## config.mk

```make
export PLATFORM = sky130hd
export DESIGN_NAME = utf8_text_validator
export DESIGN_NICKNAME = d
export VERILOG_FILES = /design/src/rtl/utv_pkg.sv /design/src/rtl/utf8_text_validator.sv
export VERILOG_INCLUDE_DIRS = /design/src /design/src/rtl
export SDC_FILE = /design/constraint.sdc
export NUM_CORES = 1
export LEC_CHECK = 0
export BUFFER_PORTS_ARGS = -buffer_cell sky130_fd_sc_hd__buf_2
export CAP_MARGIN = 20
export CORE_UTILIZATION = 40
export DETAILED_ROUTE_END_ITERATION = 6
export GPL_ROUTABILITY_DRIVEN = 1
export PLACE_DENSITY = 0.64
export SLEW_MARGIN = 20
export SYNTH_ARGS = -nofsm -noshare
export SYNTH_HDL_FRONTEND = slang
export SYNTH_SLANG_ARGS = --single-unit
```

## constraint.sdc

```tcl
create_clock -name clock -period 2.2 [get_ports clock]
set_input_delay 0.22 -clock clock [delete_from_list [all_inputs] [get_ports clock]]
set_output_delay 0.22 -clock clock [all_outputs]
set_load 0.1 [all_outputs]
```

## src/rtl/assert_macros.svh

```systemverilog
// Assertion helpers used by the validator RTL.
`ifndef ASSERT_MACROS_SVH
`define ASSERT_MACROS_SVH

// Check a property on every rising clock edge outside reset.
`define ASSERT_CLK(label, clk, rst, prop, msg) \
   label: assert property (@(posedge clk) disable iff (rst) (prop)) else $error(msg);

// Check that an antecedent is followed by a consequent in the next cycle.
`define ASSERT_NEXT(label, clk, rst, ante, cons, msg) \
   label: assert property (@(posedge clk) disable iff (rst) (ante) |=> (cons)) else $error(msg);

`endif

```

## src/rtl/utv_pkg.sv

```systemverilog
`timescale 1ns / 1ps

package utv_pkg;

   // Code point assembly width
   localparam int CODE_W = 21;

   typedef logic [7:0]        byte_type;
   typedef logic [CODE_W-1:0] code_type;
   typedef logic [1:0]        class_type;

   // Sequence length minus one
   localparam class_type CLASS_NONE  = 2'd0;
   localparam class_type CLASS_TWO   = 2'd1;
   localparam class_type CLASS_THREE = 2'd2;
   localparam class_type CLASS_FOUR  = 2'd3;

   // Byte markers
   localparam byte_type BYTE_TERM  = 8'h00;
   localparam byte_type BYTE_SPACE = 8'h20;
   localparam byte_type BYTE_DEL   = 8'h7f;
   localparam byte_type CONT_MASK  = 8'hc0;
   localparam byte_type CONT_TAG   = 8'h80;

   // Code point limits
   localparam code_type MIN_TWO    = 21'h00080;
   localparam code_type MIN_THREE  = 21'h00800;
   localparam code_type MIN_FOUR   = 21'h10000;
   localparam code_type CODE_MAX   = 21'h10ffff;
   localparam code_type SURR_LOW   = 21'h00d800;
   localparam code_type SURR_HIGH  = 21'h00dfff;

endpackage

```

## src/rtl/utf8_text_validator.sv

```systemverilog
`timescale 1ns / 1ps
// Channel   Direction  Width  Fields (low bit up)
// req_      in         8      tdata: text_byte[7:0]
// rsp_      out        8      tdata: string_ok[0], zeros above
//
// Each byte is captured in an input register, checked against the sequence
// state in the next cycle, and a zero byte writes the verdict into the result
// register. One byte is accepted every cycle unless a held zero byte waits.
// Reset (synchronous, active high) clears all string state and both valids.
// A waiting result holds a following zero byte in the input register, and with
// it the whole input, until the result is taken; other bytes keep flowing.

`include "assert_macros.svh"

module utf8_text_validator #(
   parameter int MAX_BYTES = 256
) (
   input  logic              clock,
   input  logic              reset,
   input  logic              req_tvalid,
   output logic              req_tready,
   input  utv_pkg::byte_type req_tdata,   // [7:0] text_byte
   output logic              rsp_tvalid,
   input  logic              rsp_tready,
   output logic [7:0]        rsp_tdata    // [0] string_ok, [7:1] zero
);
   import utv_pkg::*;

   localparam int CNT_W = $clog2(MAX_BYTES + 1);
   localparam logic [CNT_W-1:0] CNT_LIMIT = CNT_W'(MAX_BYTES);

   // Input register
   logic     in_valid_ff, in_valid_in;
   byte_type in_byte_ff,  in_byte_in;

   // String state
   logic             error_seen_ff,    error_seen_in;
   logic             has_content_ff,   has_content_in;
   logic [CNT_W-1:0] byte_count_ff,    byte_count_in;
   logic [1:0]       bytes_pending_ff, bytes_pending_in;
   code_type         code_accum_ff,    code_accum_in;
   class_type        lead_class_ff,    lead_class_in;

   // Result register
   logic rsp_valid_ff, rsp_valid_in;
   logic rsp_ok_ff,    rsp_ok_in;

   logic     is_term;
   logic     go;
   logic     term_go;
   logic     state_clear;
   logic     string_ok;
   code_type code_next;
   code_type code_min;

   // Advance the held byte unless a terminator meets a full result slot not being taken
   assign is_term    = (in_byte_ff == BYTE_TERM);
   assign go         = in_valid_ff && (!is_term || !rsp_valid_ff || rsp_tready);
   assign term_go    = go && is_term;
   assign req_tready = !in_valid_ff || go;

   assign string_ok = !error_seen_ff && has_content_ff && (bytes_pending_ff == 2'd0) &&
                      (byte_count_ff != '0) && (byte_count_ff < CNT_LIMIT);

   assign state_clear = (byte_count_ff == '0) && (bytes_pending_ff == 2'd0) &&
                        !error_seen_ff;

   assign code_next = {code_accum_ff[CODE_W-7:0], in_byte_ff[5:0]};

   // Smallest code point each sequence length may carry
   always_comb begin
      case (lead_class_ff)
         CLASS_TWO:   code_min = MIN_TWO;
         CLASS_THREE: code_min = MIN_THREE;
         default:     code_min = MIN_FOUR;
      endcase
   end

   // Capture the next byte
   always_comb begin
      in_valid_in = in_valid_ff;
      in_byte_in  = in_byte_ff;
      if (req_tvalid && req_tready) begin
         in_valid_in = 1'b1;
         in_byte_in  = req_tdata;
      end else if (go) begin
         in_valid_in = 1'b0;
      end
   end

   // Check the held byte against the sequence state
   always_comb begin
      error_seen_in    = error_seen_ff;
      has_content_in   = has_content_ff;
      byte_count_in    = byte_count_ff;
      bytes_pending_in = bytes_pending_ff;
      code_accum_in    = code_accum_ff;
      lead_class_in    = lead_class_ff;
      if (go) begin
         if (is_term) begin
            error_seen_in    = 1'b0;
            has_content_in   = 1'b0;
            byte_count_in    = '0;
            bytes_pending_in = 2'd0;
            code_accum_in    = '0;
            lead_class_in    = CLASS_NONE;
         end else begin
            if (byte_count_ff < CNT_LIMIT)
               byte_count_in = byte_count_ff + CNT_W'(1);
            if (bytes_pending_ff != 2'd0) begin
               if ((in_byte_ff & CONT_MASK) != CONT_TAG) begin
                  error_seen_in    = 1'b1;
                  bytes_pending_in = 2'd0;
               end else begin
                  code_accum_in    = code_next;
                  bytes_pending_in = bytes_pending_ff - 2'd1;
                  if (bytes_pending_ff == 2'd1) begin
                     if (code_next < code_min || code_next > CODE_MAX ||
                         (code_next >= SURR_LOW && code_next <= SURR_HIGH))
                        error_seen_in = 1'b1;
                     else
                        has_content_in = 1'b1;
                  end
               end
            end else begin
               case (in_byte_ff) inside
                  [8'h01:8'h1f], BYTE_DEL: error_seen_in = 1'b1;
                  BYTE_SPACE: ;
                  [8'h21:8'h7e]: has_content_in = 1'b1;
                  [8'hc2:8'hdf]: begin
                     bytes_pending_in = 2'd1;
                     lead_class_in    = CLASS_TWO;
                     code_accum_in    = code_type'(in_byte_ff[4:0]);
                  end
                  [8'he0:8'hef]: begin
                     bytes_pending_in = 2'd2;
                     lead_class_in    = CLASS_THREE;
                     code_accum_in    = code_type'(in_byte_ff[3:0]);
                  end
                  [8'hf0:8'hf4]: begin
                     bytes_pending_in = 2'd3;
                     lead_class_in    = CLASS_FOUR;
                     code_accum_in    = code_type'(in_byte_ff[2:0]);
                  end
                  default: error_seen_in = 1'b1;
               endcase
            end
         end
      end
   end

   // Load the verdict on a terminator, drop it once taken
   always_comb begin
      rsp_valid_in = rsp_valid_ff;
      rsp_ok_in    = rsp_ok_ff;
      if (term_go) begin
         rsp_valid_in = 1'b1;
         rsp_ok_in    = string_ok;
      end else if (rsp_tready) begin
         rsp_valid_in = 1'b0;
      end
   end

   // Control registers
   always_ff @(posedge clock) begin
      if (reset) begin
         in_valid_ff      <= 1'b0;
         rsp_valid_ff     <= 1'b0;
         error_seen_ff    <= 1'b0;
         has_content_ff   <= 1'b0;
         byte_count_ff    <= '0;
         bytes_pending_ff <= 2'd0;
         code_accum_ff    <= '0;
         lead_class_ff    <= CLASS_NONE;
      end else begin
         in_valid_ff      <= in_valid_in;
         rsp_valid_ff     <= rsp_valid_in;
         error_seen_ff    <= error_seen_in;
         has_content_ff   <= has_content_in;
         byte_count_ff    <= byte_count_in;
         bytes_pending_ff <= bytes_pending_in;
         code_accum_ff    <= code_accum_in;
         lead_class_ff    <= lead_class_in;
      end
   end

   // Payload registers
   always_ff @(posedge clock) begin
      in_byte_ff <= in_byte_in;
      rsp_ok_ff  <= rsp_ok_in;
   end

   assign rsp_tvalid = rsp_valid_ff;
   assign rsp_tdata  = {7'd0, rsp_ok_ff};

   // A terminator taken into the check stage always yields a result
   `ASSERT_NEXT(a_term_gives_result, clock, reset, term_go, rsp_valid_ff, "result lost")
   // A terminator leaves the string state cleared
   `ASSERT_NEXT(a_term_clears, clock, reset, term_go, state_clear, "string state not cleared")
   // Pending continuations never exceed the lead class
   `ASSERT_CLK(a_pending_in_class, clock, reset, bytes_pending_ff <= lead_class_ff, "pending > class")
   // Byte count saturates at the limit
   `ASSERT_CLK(a_count_bound, clock, reset, byte_count_ff <= CNT_LIMIT, "byte count beyond limit")

endmodule
```

Word-level counts from Yosys, hierarchy flattened --
Index checks and enable logic that the tools add are counted.
Word-level totals: bits in registers 41, output and inout bits 10
Operators by class: add/sub/neg operators 2, $lt $le $gt $ge 15, equality and inequality tests 23, multiplexer cells 46, reduce and logical (&&, ||, !) cells 39
Operators with widths (count):
- $mux 15 | 9
- $pmux 17 s2 | 1
- $ge 8x8->1 const B | 3
- $le 8x8->1 const B | 3
- $mux 1 | 23
- $mux 2 | 11
- $ge 21x16->1 const B | 1
- $gt 21x21->1 const B | 1
- $le 21x16->1 const B | 1
- $lt 21x17->1 | 1
- $ne 4x3->1 const B | 5
- $mux 9 | 2
- $ne 3x3->1 const B | 5
- $logic_and 1x1->1 | 13
- $reduce_and 6->1 | 2
- $ne 2x2->1 const B | 5
- $add 9x1->9 const B | 1
- $lt 9x9->1 const B | 1
- $reduce_bool 9->1 | 1
- $eq 8x6->1 const B | 1
- $eq 8x7->1 const B | 1
- $ge 8x1->1 const B | 1
- $ge 8x6->1 const B | 1
- $le 8x5->1 const B | 1
- 19 further kinds | 31

Longest topological paths before layout --
Gate-level depths: netlist of run 1.
word-level depth 10, depth in mapped cells 8, depth with buffers taken out 8

Worst setup path after synthesis of run 1 --
OpenSTA, ideal clock, no wires.
path kind register to register, start register in_byte_ff[7], end register in_byte_ff[0] (enable), setup time 0.277 ns, arrival time 2.159 ns, slack -0.236 ns, stages on the path, launching flop included 7, clock period less this slack 2.436 ns, cells stage by stage edfxtp_1 -> buf_2 -> or4_1 -> nor2_1 -> nand2_1 -> or2_2 -> and2_1
Between the ends: longest elaborated chain between the ends 7
Ends and longest elaborated chain:
- from (decl) | RTL line utf8_text_validator.sv:34 | byte_type in_byte_ff, in_byte_in;
- from (signal assigned) | RTL line utf8_text_validator.sv:189 | in_byte_ff <= in_byte_in;
- $logic_not 8->1 | RTL line utf8_text_validator.sv:57 | assign is_term = (in_byte_ff == BYTE_TERM);
- $logic_not 1->1 | RTL line utf8_text_validator.sv:58 | assign go = in_valid_ff && (!is_term || !rsp_valid_ff || rsp_tready);
- $logic_or 1x1->1 (2 in a row) | RTL line utf8_text_validator.sv:58
- $logic_and 1x1->1 | RTL line utf8_text_validator.sv:58
- $logic_or 1x1->1 | RTL line utf8_text_validator.sv:60 | assign req_tready = !in_valid_ff || go;
- via req_tready | RTL line utf8_text_validator.sv:21 | output logic req_tready,
- $logic_and 1x1->1 | RTL line utf8_text_validator.sv:83 | if (req_tvalid && req_tready) begin
The timed path passes the listed nets, and every way through them passes these cells. A chain may end at the register's enable or synchronous reset.

Final worst setup path of run 1 --
start register in_byte_ff[3], end output req_tready
Between the ends: longest elaborated chain between the ends 6
Ends and longest elaborated chain (RTL line):
- $logic_not 8->1 | utf8_text_validator.sv:57
- $logic_not 1->1 | utf8_text_validator.sv:58
- $logic_or 1x1->1 (2 in a row) | utf8_text_validator.sv:58
- $logic_and 1x1->1 | utf8_text_validator.sv:58
- $logic_or 1x1->1 | utf8_text_validator.sv:60
- to (decl) | utf8_text_validator.sv:21
No other way between the ends.

==> results of run 1 <==
==> metrics by stage <==
step | std cells | area [sq um]
after floorplan | 231 | 2190
after global routing | 322 | 2540
final | 322 | 2540
after global placement | 311 | 2340
after detailed placement | 311 | 2340
after CTS | 321 | 2500
==> sequential cells by signal (all words and copies together) (netlist names) <==
| register | count |
|---|---|
| has_content_ff | 1 |
| rsp_tvalid | 1 |
| rsp_ok_ff | 1 |
| in_byte_ff | 8 |
| in_valid_ff | 1 |
| error_seen_ff | 1 |
| lead_class_ff | 2 |
| byte_count_ff | 9 |
| code_accum_ff | 15 |
| bytes_pending_ff | 2 |
==> routing by layer <==
| layer | part of all wire [%] | vias up |
|---|---|---|
| met5 | 0 | - |
| met4 | 1.3 | 0 |
| met3 | 3.9 | 7 |
| met2 | 43 | 38 |
| met1 | 52 | 762 |
| li1 | - | 858 |
==> timing repair <==
item | CTS | global route
setup endpoints to repair | 1 | 14
buffers inserted | 2 | 1
endpoints found under the hold margin | 0 | 0
resized for setup | 4 | 7
pin swaps | 1 | 1
gates cloned | 0 | 0
==> synthesized netlist by cell type, types with 3 or more instances <==
cell type | count | area, sq um
dfxtp_1 | 32 | 641
a211oi_1 | 4 | 30.0
buf_4 | 8 | 60.1
nand3b_1 | 4 | 30.0
a31oi_1 | 3 | 18.8
or3_1 | 3 | 18.8
nand2_1 | 10 | 37.5
or4_1 | 3 | 22.5
ha_1 | 8 | 100
buf_2 | 4 | 20.0
xnor2_1 | 6 | 52.6
nor3_1 | 4 | 20.0
clkbuf_1 | 5 | 18.8
nor2_1 | 18 | 67.6
a22o_1 | 10 | 87.6
edfxtp_1 | 9 | 270
o21ai_0 | 6 | 30.0
inv_1 | 15 | 56.3
nor4_1 | 4 | 25.0
nand2b_1 | 9 | 56.3
a21oi_1 | 6 | 30.0
mux2i_1 | 5 | 50.1
nand3_1 | 8 | 40.0
nand4_1 | 5 | 31.3
==> final cells by class <==
type | instances | area (sq um)
flip-flops and latches | 41 | 911
well taps | 70 | 87.6
inverters | 15 | 56.3
fillers | 475 | 2630
clock buffers | 7 | 119
clock inverters | 1 | 5.00
repair buffers | 31 | 225
multi-input cells | 157 | 1140
==> layout by cell type (no fill, tap or decap), types with 3 or more instances in the layout <==
cell type  count
nand2_1        9
dfxtp_1       32
nand4_1        5
or3_1          3
o21ai_0        6
nor2_1        17
nand2b_1       9
edfxtp_1       9
a2111oi_1      4
nor4_1         3
buf_2         13
inv_1         15
nand3_1        8
a211oi_1       4
conb_1         7
nor3_1         4
xnor2_1        6
a22o_1        10
buf_4         16
a31oi_1        3
ha_1           8
mux2i_1        5
a21oi_1        6
nand3b_1       4
clkbuf_8       5
==> path summary, 6_finish.rpt <==
check	end	slack [ns]	depth (start not counted)
min reg2reg	has_content_ff$_SDFFE_PP0P_	0.46	2
max	req_tready	0.03	5
max reg2reg	byte_count_ff[3]$_SDFFE_PP0P_	0.17	8
min	in_byte_ff[6]$_DFFE_PP_	0.1	1
==> cell families after synthesis <==
group,after synthesis,share of synthesized area (%)
mux,5,2.31
xor+xnor,6,2.43
other cells,1,0.173
simple gates,81,20.9
buf+inv,33,7.69
compound gates,50,19.8
flops,41,42.1
fa+ha+maj,8,4.62
==> power by group <==
| group | internal [W] | total, W | leakage [nW] | switching, W |
|---|---|---|---|---|
| sequential | 0.000796 | 0.000820 | 0.344 | 0.0000240 |
| clock | 0.000359 | 0.000624 | 0.0645 | 0.000265 |
| combinational | 0.0000994 | 0.000267 | 0.512 | 0.000168 |
| total | 0.00126 | 0.00171 | 0.921 | 0.000457 |
==> results.py, run 1 <==
metrics = {
    "status": {
        "status": "completed",
    },
    "worst_setup_path": {
        "critical_path_class": "register to output pin",
        "cp_max_fo": 5,
        "crit_family": "simple AND/OR/NAND/NOR gates",
        "slowest_stage": "or4_4",
        "cp.arrival_ns": 1.95,
        "cp_num_buf_inv": 1,
        "cp-end-kind": "output pin",
        "startpoint": "in_byte_ff[3]$_DFFE_PP_",
        "start_kind": "register",
        "cp_cell_sequence": "or4_4, nor2_4, nand2_2, or2_4, buf_12",
        "cp_slowest_stage_delay_ns": 0.57,
        "r2r_start": "in_byte_ff[2]$_DFFE_PP_",
        "worstPathRequired_ns": 1.98,
    },
    "sta": {
        "tightest_slew_ns": 0.690,
        "min_period_ns": 2.17,
        "fin_ws_ns": 0.0333,
        "finalSetupViolCount": 0,
        "finalCritPeriodShare_pct": 98.5,
        "slew_viol_final": 0,
        "setup_tns_ns": 0,
        "fin_skew_ns": 0.00906,
        "rsz0062_at_grt": "yes",
        "hold_viol_final": 0,
        "slew_headroom_pct": 53.8,
        "whs_ns": 0.0976,
        "fmax_mhz": 462,
    },
    "grt": {
        "grt_overflow": 0,
        "grt_util_all_layers_pct": 16.6,
        "gr-usage-met2_pct": 25.3,
        "busiest_layer": "met2",
        "antenna_found_initial": 0,
        "gr-usage-met1_pct": 23.5,
        "grt_pass1_vias": 1568,
        "grt_max_degree": 21,
        "grtUsageMet3_pct": 3.31,
        "grt_pass1_wl_um": 7150,
    },
    "hold_path": {
        "hp-class": "primary input to register",
        "min_from": "req_tdata[6]",
    },
    "cts": {
        "path_clk_slew_ns": 0.08,
        "cts_buffers": 5,
        "cts-root-buf": "clkbuf_8",
        "clock-sinks": 41,
        "insertion_delay_ns": 0.30,
        "cts_hold_buf": 0,
        "htreeDepth": 2,
        "cts_buffer_depth": 2,
        "cts_tree": "done",
    },
    "logic_synthesis": {
        "synth_cell_types": 51,
        "yosysSeqAreaShare_pct": 42.1,
        "ys_ff_latch": 41,
        "postSynthCellCount": 225,
        "async_flop_share_pct": 0,
        "avgSynthCellArea_sq_um": 9.62,
        "synth_warnings": 0,
        "synth_edf_count": 9,
        "syn_area_sq_um": 2160,
        "synthFlopType": "dfxtp_1",
    },
    "pwr": {
        "irDropWorstVdd_v": 0.000487,
        "p_leak_nw": 0.921,
        "total_power_w": 0.00171,
        "cellPowerDensity_nw_per_um2": 674,
    },
    "floorplanning": {
        "rows": 26,
        "die_h_um": 75.6,
        "die-area_sq_um": 5710,
        "die_x_um": 75.6,
        "pin_count": 22,
        "coreArea_sq_um": 5170,
        "initial_core_util_pct": 41.8,
    },
    "drt": {
        "drc": 0,
        "ant_nets": 0,
        "drt-initial-drc-count": 63,
        "vias_per_cell": 5.17,
        "wl_per_cell_um": 12.7,
        "dr_total_vias": 1665,
        "wirelength_um": 4090,
        "first_pass_iters": 4,
    },
    "cells_and_area": {
        "diodes": 0,
        "fin_util_pct": 49.1,
        "fin_nets": 271,
        "drive_gt1_share_pct": 22.2,
        "layout-area-overhead-vs-synth_pct": 17.4,
    },
    "placement": {
        "dp_hpwl_um": 3030,
        "io_buffers": 14,
        "place_ws_ns": 0.123,
        "gp_congestion": 0.849,
    },
    "run": {
        "drv_cap": 0,
    },
}
No activity file was read; power rests on OpenSTA's default activity.
==> inputs of run 2 (changes only) <==
--- a/config.mk
+++ b/config.mk
@@ -6,12 +6,14 @@
 export SDC_FILE = /design/constraint.sdc
 export NUM_CORES = 1
 export LEC_CHECK = 0
+export ABC_AREA = 1
 export BUFFER_PORTS_ARGS = -buffer_cell sky130_fd_sc_hd__buf_2
 export CAP_MARGIN = 20
 export CORE_UTILIZATION = 40
 export DETAILED_ROUTE_END_ITERATION = 6
 export GPL_ROUTABILITY_DRIVEN = 1
-export PLACE_DENSITY = 0.64
+export GPL_TIMING_DRIVEN = 1
+export PLACE_DENSITY_LB_ADDON = 0.2
 export SLEW_MARGIN = 20
 export SYNTH_ARGS = -nofsm -noshare
 export SYNTH_HDL_FRONTEND = slang
==> run 2 against run 1 <==
Against the previous run: sequential power is essentially flat; clock power shrank 21%; worst hold slack gained 0.0077 ns; combinational power shrank 6%; largest power group unchanged; first-iteration DRC count is 21% lower; cell count up 22%; critical path type unchanged; highest routed layer unchanged.
==> results.py, run 2 <==
metrics = {
    "status": {
        "status": "completed",
    },
    "floorplanning": {
        "die_h_um": 76.7,
        "initial_core_util_pct": 42.6,
        "die-area_sq_um": 5880,
        "die_x_um": 76.7,
        "pin_count": 22,
        "rows": 26,
        "coreArea_sq_um": 5240,
    },
    "sta": {
        "slew_viol_final": 0,
        "finalSetupViolCount": 0,
        "finalCritPeriodShare_pct": 92.5,
        "fmax_mhz": 491,
        "setup_tns_ns": 0,
        "fin_skew_ns": 0.00594,
        "min_period_ns": 2.04,
        "rsz0062_at_grt": "no",
        "hold_viol_final": 0,
    },
    "logic_synthesis": {
        "synth.most_common_cell": "nand2_1",
        "ys_ff_latch": 41,
        "synth_cell_types": 30,
        "avgSynthCellArea_sq_um": 7.27,
        "ys_top_cells_by_area": "dfxtp_1 29%, edfxtp_1 12%, nand2_1 12%, a21oi_1 8.1%, inv_1 6.4%",
        "synth_edf_count": 9,
        "async_flop_share_pct": 0,
        "postSynthCellCount": 307,
        "synth_top_area_cell": "dfxtp_1",
        "synth_top_area_share_pct": 28.7,
        "synthTopCellsByCount": "72 x nand2_1, 38 x inv_1, 36 x a21oi_1",
        "synth_warnings": 0,
        "synthFlopType": "dfxtp_1",
        "syn_area_sq_um": 2230,
        "yosysSeqAreaShare_pct": 40.8,
    },
    "cells_and_area": {
        "fillerInstances": 539,
        "top_register": "code_accum_ff",
        "top_regs": "code_accum_ff (15), byte_count_ff (9), in_byte_ff (8)",
        "layout_common_cells": "72 x nand2_1, 38 x inv_1, 36 x a21oi_1",
        "largest_reg_flops": 15,
        "layout-area-overhead-vs-synth_pct": 8.74,
        "finalNonFillerCells": 393,
        "drive_gt1_share_pct": 14.6,
        "multi_input_area_sq_um": 1100,
        "regArea_sq_um": 912,
        "layout_commonest_cell": "nand2_1",
        "fin_nets": 343,
        "diodes": 0,
    },
    "run": {
        "drv_cap": 0,
    },
    "grt": {
        "grt_overflow": 0,
        "antenna_found_initial": 0,
        "grt_pass1_vias": 1720,
        "grt_pass1_wl_um": 7560,
        "grt_util_all_layers_pct": 16.2,
        "grt_max_degree": 20,
    },
    "worst_setup_path": {
        "cp_cell_sequence": "nor2_2, nand2_1, nor2_4, buf_4, nand3_2, clkbuf_4",
        "critical_path_class": "register to output pin",
        "rr_worst_depth": 10,
        "cp-end-kind": "output pin",
        "cp_max_fo": 7,
        "cp.arrival_ns": 1.82,
        "startpoint": "in_byte_ff[2]$_DFFE_PP_",
        "start_kind": "register",
        "r2r_setup_slack_ns": 0.37,
        "timing.rr.end": "error_seen_ff$_SDFFE_PP0P_",
        "worstPathRequired_ns": 1.98,
        "crit_end": "req_tready",
        "cp_slowest_stage_delay_ns": 0.43,
        "r2r_start": "in_byte_ff[2]$_DFFE_PP_",
        "slowest_stage": "edfxtp_1",
    },
    "cts": {
        "htreeDepth": 2,
        "insertion_delay_ns": 0.29,
        "cts-root-buf": "clkbuf_8",
        "cts_buffers": 5,
        "cts_hold_buf": 0,
        "path_clk_slew_ns": 0.07,
        "cts_tree": "done",
        "cts_buffer_depth": 2,
        "clock-sinks": 41,
    },
    "drt": {
        "ant_nets": 0,
        "dr_total_vias": 1852,
        "vias_per_cell": 4.71,
        "wirelength_um": 4280,
        "drc": 0,
        "drt-initial-drc-count": 50,
        "wl_per_cell_um": 10.9,
        "first_pass_iters": 4,
    },
    "pwr": {
        "p_seq_share_pct": 52.5,
        "p_int_w": 0.00112,
        "p_leak_nw": 1.05,
        "power_frac_clock_pct": 31.5,
        "swShare_pct": 28.7,
        "irDropWorstVdd_v": 0.000325,
        "cellPowerDensity_nw_per_um2": 646,
        "p_sw_w": 0.000449,
        "combPwrFrac_pct": 16.0,
    },
    "placement": {
        "io_buffers": 14,
        "dp_hpwl_um": 3270,
        "gp_congestion": 0.857,
        "dp.cells": 386,
    },
    "hold_path": {
        "hp-class": "primary input to register",
    },
}
run 2: stage by stage:
step / utilization, % / area (sq um) / hold WS [ns] / setup slack, ns / power [W]
detailed placement: 44.6 / 2340 / 0.398 / 0.361 / 0.00109
global placement: 44.6 / 2340 / 0.396 / 0.353 / 0.00109
global route: 46.3 / 2430 / 0.0865 / 0.0302 / 0.00165
floorplan: - / 2260 / 0.319 / 0.195 / 0.00105
CTS: 46.2 / 2420 / 0.0882 / 0.104 / 0.00159
finish: 46.3 / 2430 / 0.105 / 0.165 / 0.00157
run 2: layout make-up:
type	count	area share (%)
Clock buffer	7	3.56
Inverter	43	6.65
Multi-Input combinational cell	217	45.3
Sequential cell	41	37.6
Tap cell	70	3.61
Timing Repair Buffer	15	3.30
run 2: repair_timing:
action	CTS	global route
gates resized for setup	0	2
setup endpoints to repair	0	1
setup buffers	0	0
run 2: power by group through the flow:
stage                     registers [W]  logic, W  clock network, W
after floorplan                0.000833  0.000221                 0
after global placement         0.000839  0.000252                 0
after detailed placement       0.000840  0.000251                 0
after CTS                      0.000823  0.000251          0.000518
after global routing           0.000828  0.000282          0.000540
final                          0.000823  0.000251          0.000493
run 2: how the worst min path moves through the flow:
stage / start / end / slack, ns / cells past startpoint
after floorplan: req_tdata[0] / in_byte_ff[0]$_DFFE_PP_ / 0.32 / 0
after global routing: req_tdata[7] / in_byte_ff[7]$_DFFE_PP_ / 0.09 / 1
after CTS: req_tdata[5] / in_byte_ff[5]$_DFFE_PP_ / 0.09 / 1
after global placement: req_tdata[5] / in_byte_ff[5]$_DFFE_PP_ / 0.40 / 1
after detailed placement: req_tdata[5] / in_byte_ff[5]$_DFFE_PP_ / 0.40 / 1
final: req_tdata[6] / in_byte_ff[6]$_DFFE_PP_ / 0.11 / 1
run 2: kinds of logic after synthesis:
family	synth area share, %
AND/OR/NAND/NOR	29.6
buffers and inverters	11.3
AO/OA/AOI/OAI	12.5
flip-flops	40.8
adder cells (fa/ha/maj)	4.48
XOR/XNOR	1.18
other	0.168
run 2: routing by layer:
metal	wire length (um)	up-vias	GRT usage, %
li1	-	994	-
met1	2150	830	20.7
met2	1970	26	26.1
met3	120	2	3.57
met4	42	0	6.92
met5	0	-	0
run 2: worst max-delay path, delay by kind of cell (launching register included):
kind / cells / cell delay (ns)
and+or+nand+nor: 4 / 0.61
buffers and inverters: 2 / 0.49
DFF: 1 / 0.43
==> inputs of run 3 (changes only) <==
--- a/config.mk
+++ b/config.mk
@@ -11,9 +11,9 @@
 export CAP_MARGIN = 20
 export CORE_UTILIZATION = 40
 export DETAILED_ROUTE_END_ITERATION = 6
-export GPL_ROUTABILITY_DRIVEN = 1
+export GPL_ROUTABILITY_DRIVEN = 0
 export GPL_TIMING_DRIVEN = 1
-export PLACE_DENSITY_LB_ADDON = 0.2
+export PLACE_DENSITY_LB_ADDON = 0.05
 export SLEW_MARGIN = 20
 export SYNTH_ARGS = -nofsm -noshare
 export SYNTH_HDL_FRONTEND = slang
==> run 3 against run 2 <==
Against the previous run: setup slack got worse by 0.029 ns; sequential share of layout area fell by 0.53 points; clock-buffer cell count fell by 1; worst hold slack got worse by 0.0099 ns; global-route usage rose by 0.40 points; fmax fell by 1.4%; core utilization rose by 0.67 points; flip-flop and latch count did not move; cell count rose by 0.51%; critical path depth did not move; die area did not move; final area rose by 1.4%; largest power group unchanged.
==> results.py, run 3 (synthesized netlist as in run 2, its figures left out) <==
metrics = {
    "cells_and_area": {
        "layout_commonest_cell": "nand2_1",
        "diodes": 0,
        "largest_reg_flops": 15,
        "fin_util_pct": 47.0,
        "top_register": "code_accum_ff",
        "drive_gt1_share_pct": 15.1,
        "layout-area-overhead-vs-synth_pct": 10.3,
        "fin_nets": 344,
        "top_regs": "code_accum_ff (15), byte_count_ff (9), in_byte_ff (8)",
        "layout_common_cells": "72 x nand2_1, 38 x inv_1, 36 x a21oi_1",
    },
    "worst_setup_path": {
        "slowest_stage": "edfxtp_1",
        "cp_cell_sequence": "nor2_1, nand2_1, nor2_4, buf_4, nand3_2, buf_2",
        "rr_worst_depth": 13,
        "crit_family": "simple AND/OR/NAND/NOR gates",
        "cp_num_buf_inv": 2,
        "cp.arrival_ns": 1.84,
        "critical_path_class": "register to output pin",
        "worstPathRequired_ns": 1.98,
        "path_depth": 6,
        "r2r_start": "lead_class_ff[0]$_SDFFE_PP0P_",
        "cp_max_fo": 7,
        "cp_slowest_stage_delay_ns": 0.44,
        "start_kind": "register",
        "cp-end-kind": "output pin",
        "startpoint": "in_byte_ff[0]$_DFFE_PP_",
    },
    "cts": {
        "cts_tree": "done",
        "insertion_delay_ns": 0.29,
        "clock-sinks": 41,
        "cts_buffers": 5,
        "cts_setup_buffers": 0,
        "path_clk_slew_ns": 0.08,
        "post_cts_resized": 0,
        "cts_buffer_depth": 2,
        "cts-root-buf": "clkbuf_8",
        "cts_hold_buf": 0,
        "htreeDepth": 2,
    },
    "hold_path": {
        "min_from": "req_tdata[2]",
        "hp-class": "primary input to register",
        "hold_depth": 1,
    },
    "floorplanning": {
        "die_h_um": 76.7,
        "coreArea_sq_um": 5240,
        "initial_core_util_pct": 42.6,
        "pin_count": 22,
        "die_x_um": 76.7,
        "rows": 26,
        "die-area_sq_um": 5880,
    },
    "drt": {
        "first_pass_iters": 4,
        "drc": 0,
        "wirelength_um": 4450,
        "wl_per_cell_um": 11.3,
        "vias_per_cell": 4.67,
        "dr_total_vias": 1846,
        "drt-initial-drc-count": 62,
        "ant_nets": 0,
    },
    "grt": {
        "gr-usage-met1_pct": 21.7,
        "grtUsageMet3_pct": 2.86,
        "grt_max_degree": 20,
        "grt_pass1_vias": 1737,
        "busiest_layer": "met2",
        "antenna_found_initial": 0,
        "grt_overflow": 0,
        "grt_util_all_layers_pct": 16.6,
        "grt_pass1_wl_um": 7780,
        "gr-usage-met2_pct": 27.1,
    },
    "sta": {
        "fin_skew_ns": 0.00827,
        "rsz0062_at_grt": "no",
        "finalCritPeriodShare_pct": 93.8,
        "whs_ns": 0.0954,
        "slew_viol_final": 0,
        "fmax_mhz": 484,
        "min_period_ns": 2.06,
        "hold_viol_final": 0,
        "setup_tns_ns": 0,
        "finalSetupViolCount": 0,
    },
    "pwr": {
        "p_leak_nw": 1.07,
        "cellPowerDensity_nw_per_um2": 695,
        "irDropWorstVdd_v": 0.000453,
    },
    "placement": {
        "dp_hpwl_um": 3400,
        "io_buffers": 14,
    },
    "status": {
        "status": "completed",
    },
    "run": {
        "drv_cap": 0,
    },
}
## run 3: power breakdown
| group | switching [W] | internal, W | leakage (nW) |
|---|---|---|---|
| combinational | 0.000184 | 0.0000729 | 0.660 |
| clock | 0.000262 | 0.000370 | 0.0617 |
| sequential | 0.0000236 | 0.000799 | 0.349 |
| total | 0.000470 | 0.00124 | 1.07 |
## run 3: metrics by stage
step / cells / power, W / instance area (sq um) / setup slack [ns]
2_1_floorplan: 313 / 0.00105 / 2260 / 0.195
3_3_place_gp: 387 / 0.00110 / 2340 / 0.321
3_5_place_dp: 387 / 0.00110 / 2340 / 0.345
4_1_cts: 395 / 0.00173 / 2460 / 0.129
5_1_grt: 395 / 0.00180 / 2460 / 0.00659
6_report: 395 / 0.00171 / 2460 / 0.136
## run 3: path summary, 6_finish.rpt
path	slack (ns)	end
hold / removal	0.1	in_byte_ff[2]$_DFFE_PP_
hold reg to reg	0.46	code_accum_ff[6]$_SDFFE_PP0P_
setup reg to reg	0.32	error_seen_ff$_SDFFE_PP0P_
setup / recovery	0.14	req_tready
## run 3: layer usage
layer  up-vias  share of wire [%]
met4         0                1.3
met2        33                 46
li1       1000                  -
met5         -                  0
met1       808                 50
met3         5                3.2
## run 3: area by class of cell
cell class	count	area [sq um]
Sequential cell	41	912
Tap cell	70	87.6
Clock buffer	6	82.6
Inverter	43	161
Timing Repair Buffer	16	85.1
Multi-Input combinational cell	217	1100
Clock inverter	2	36.3
Fill cell	569	2780
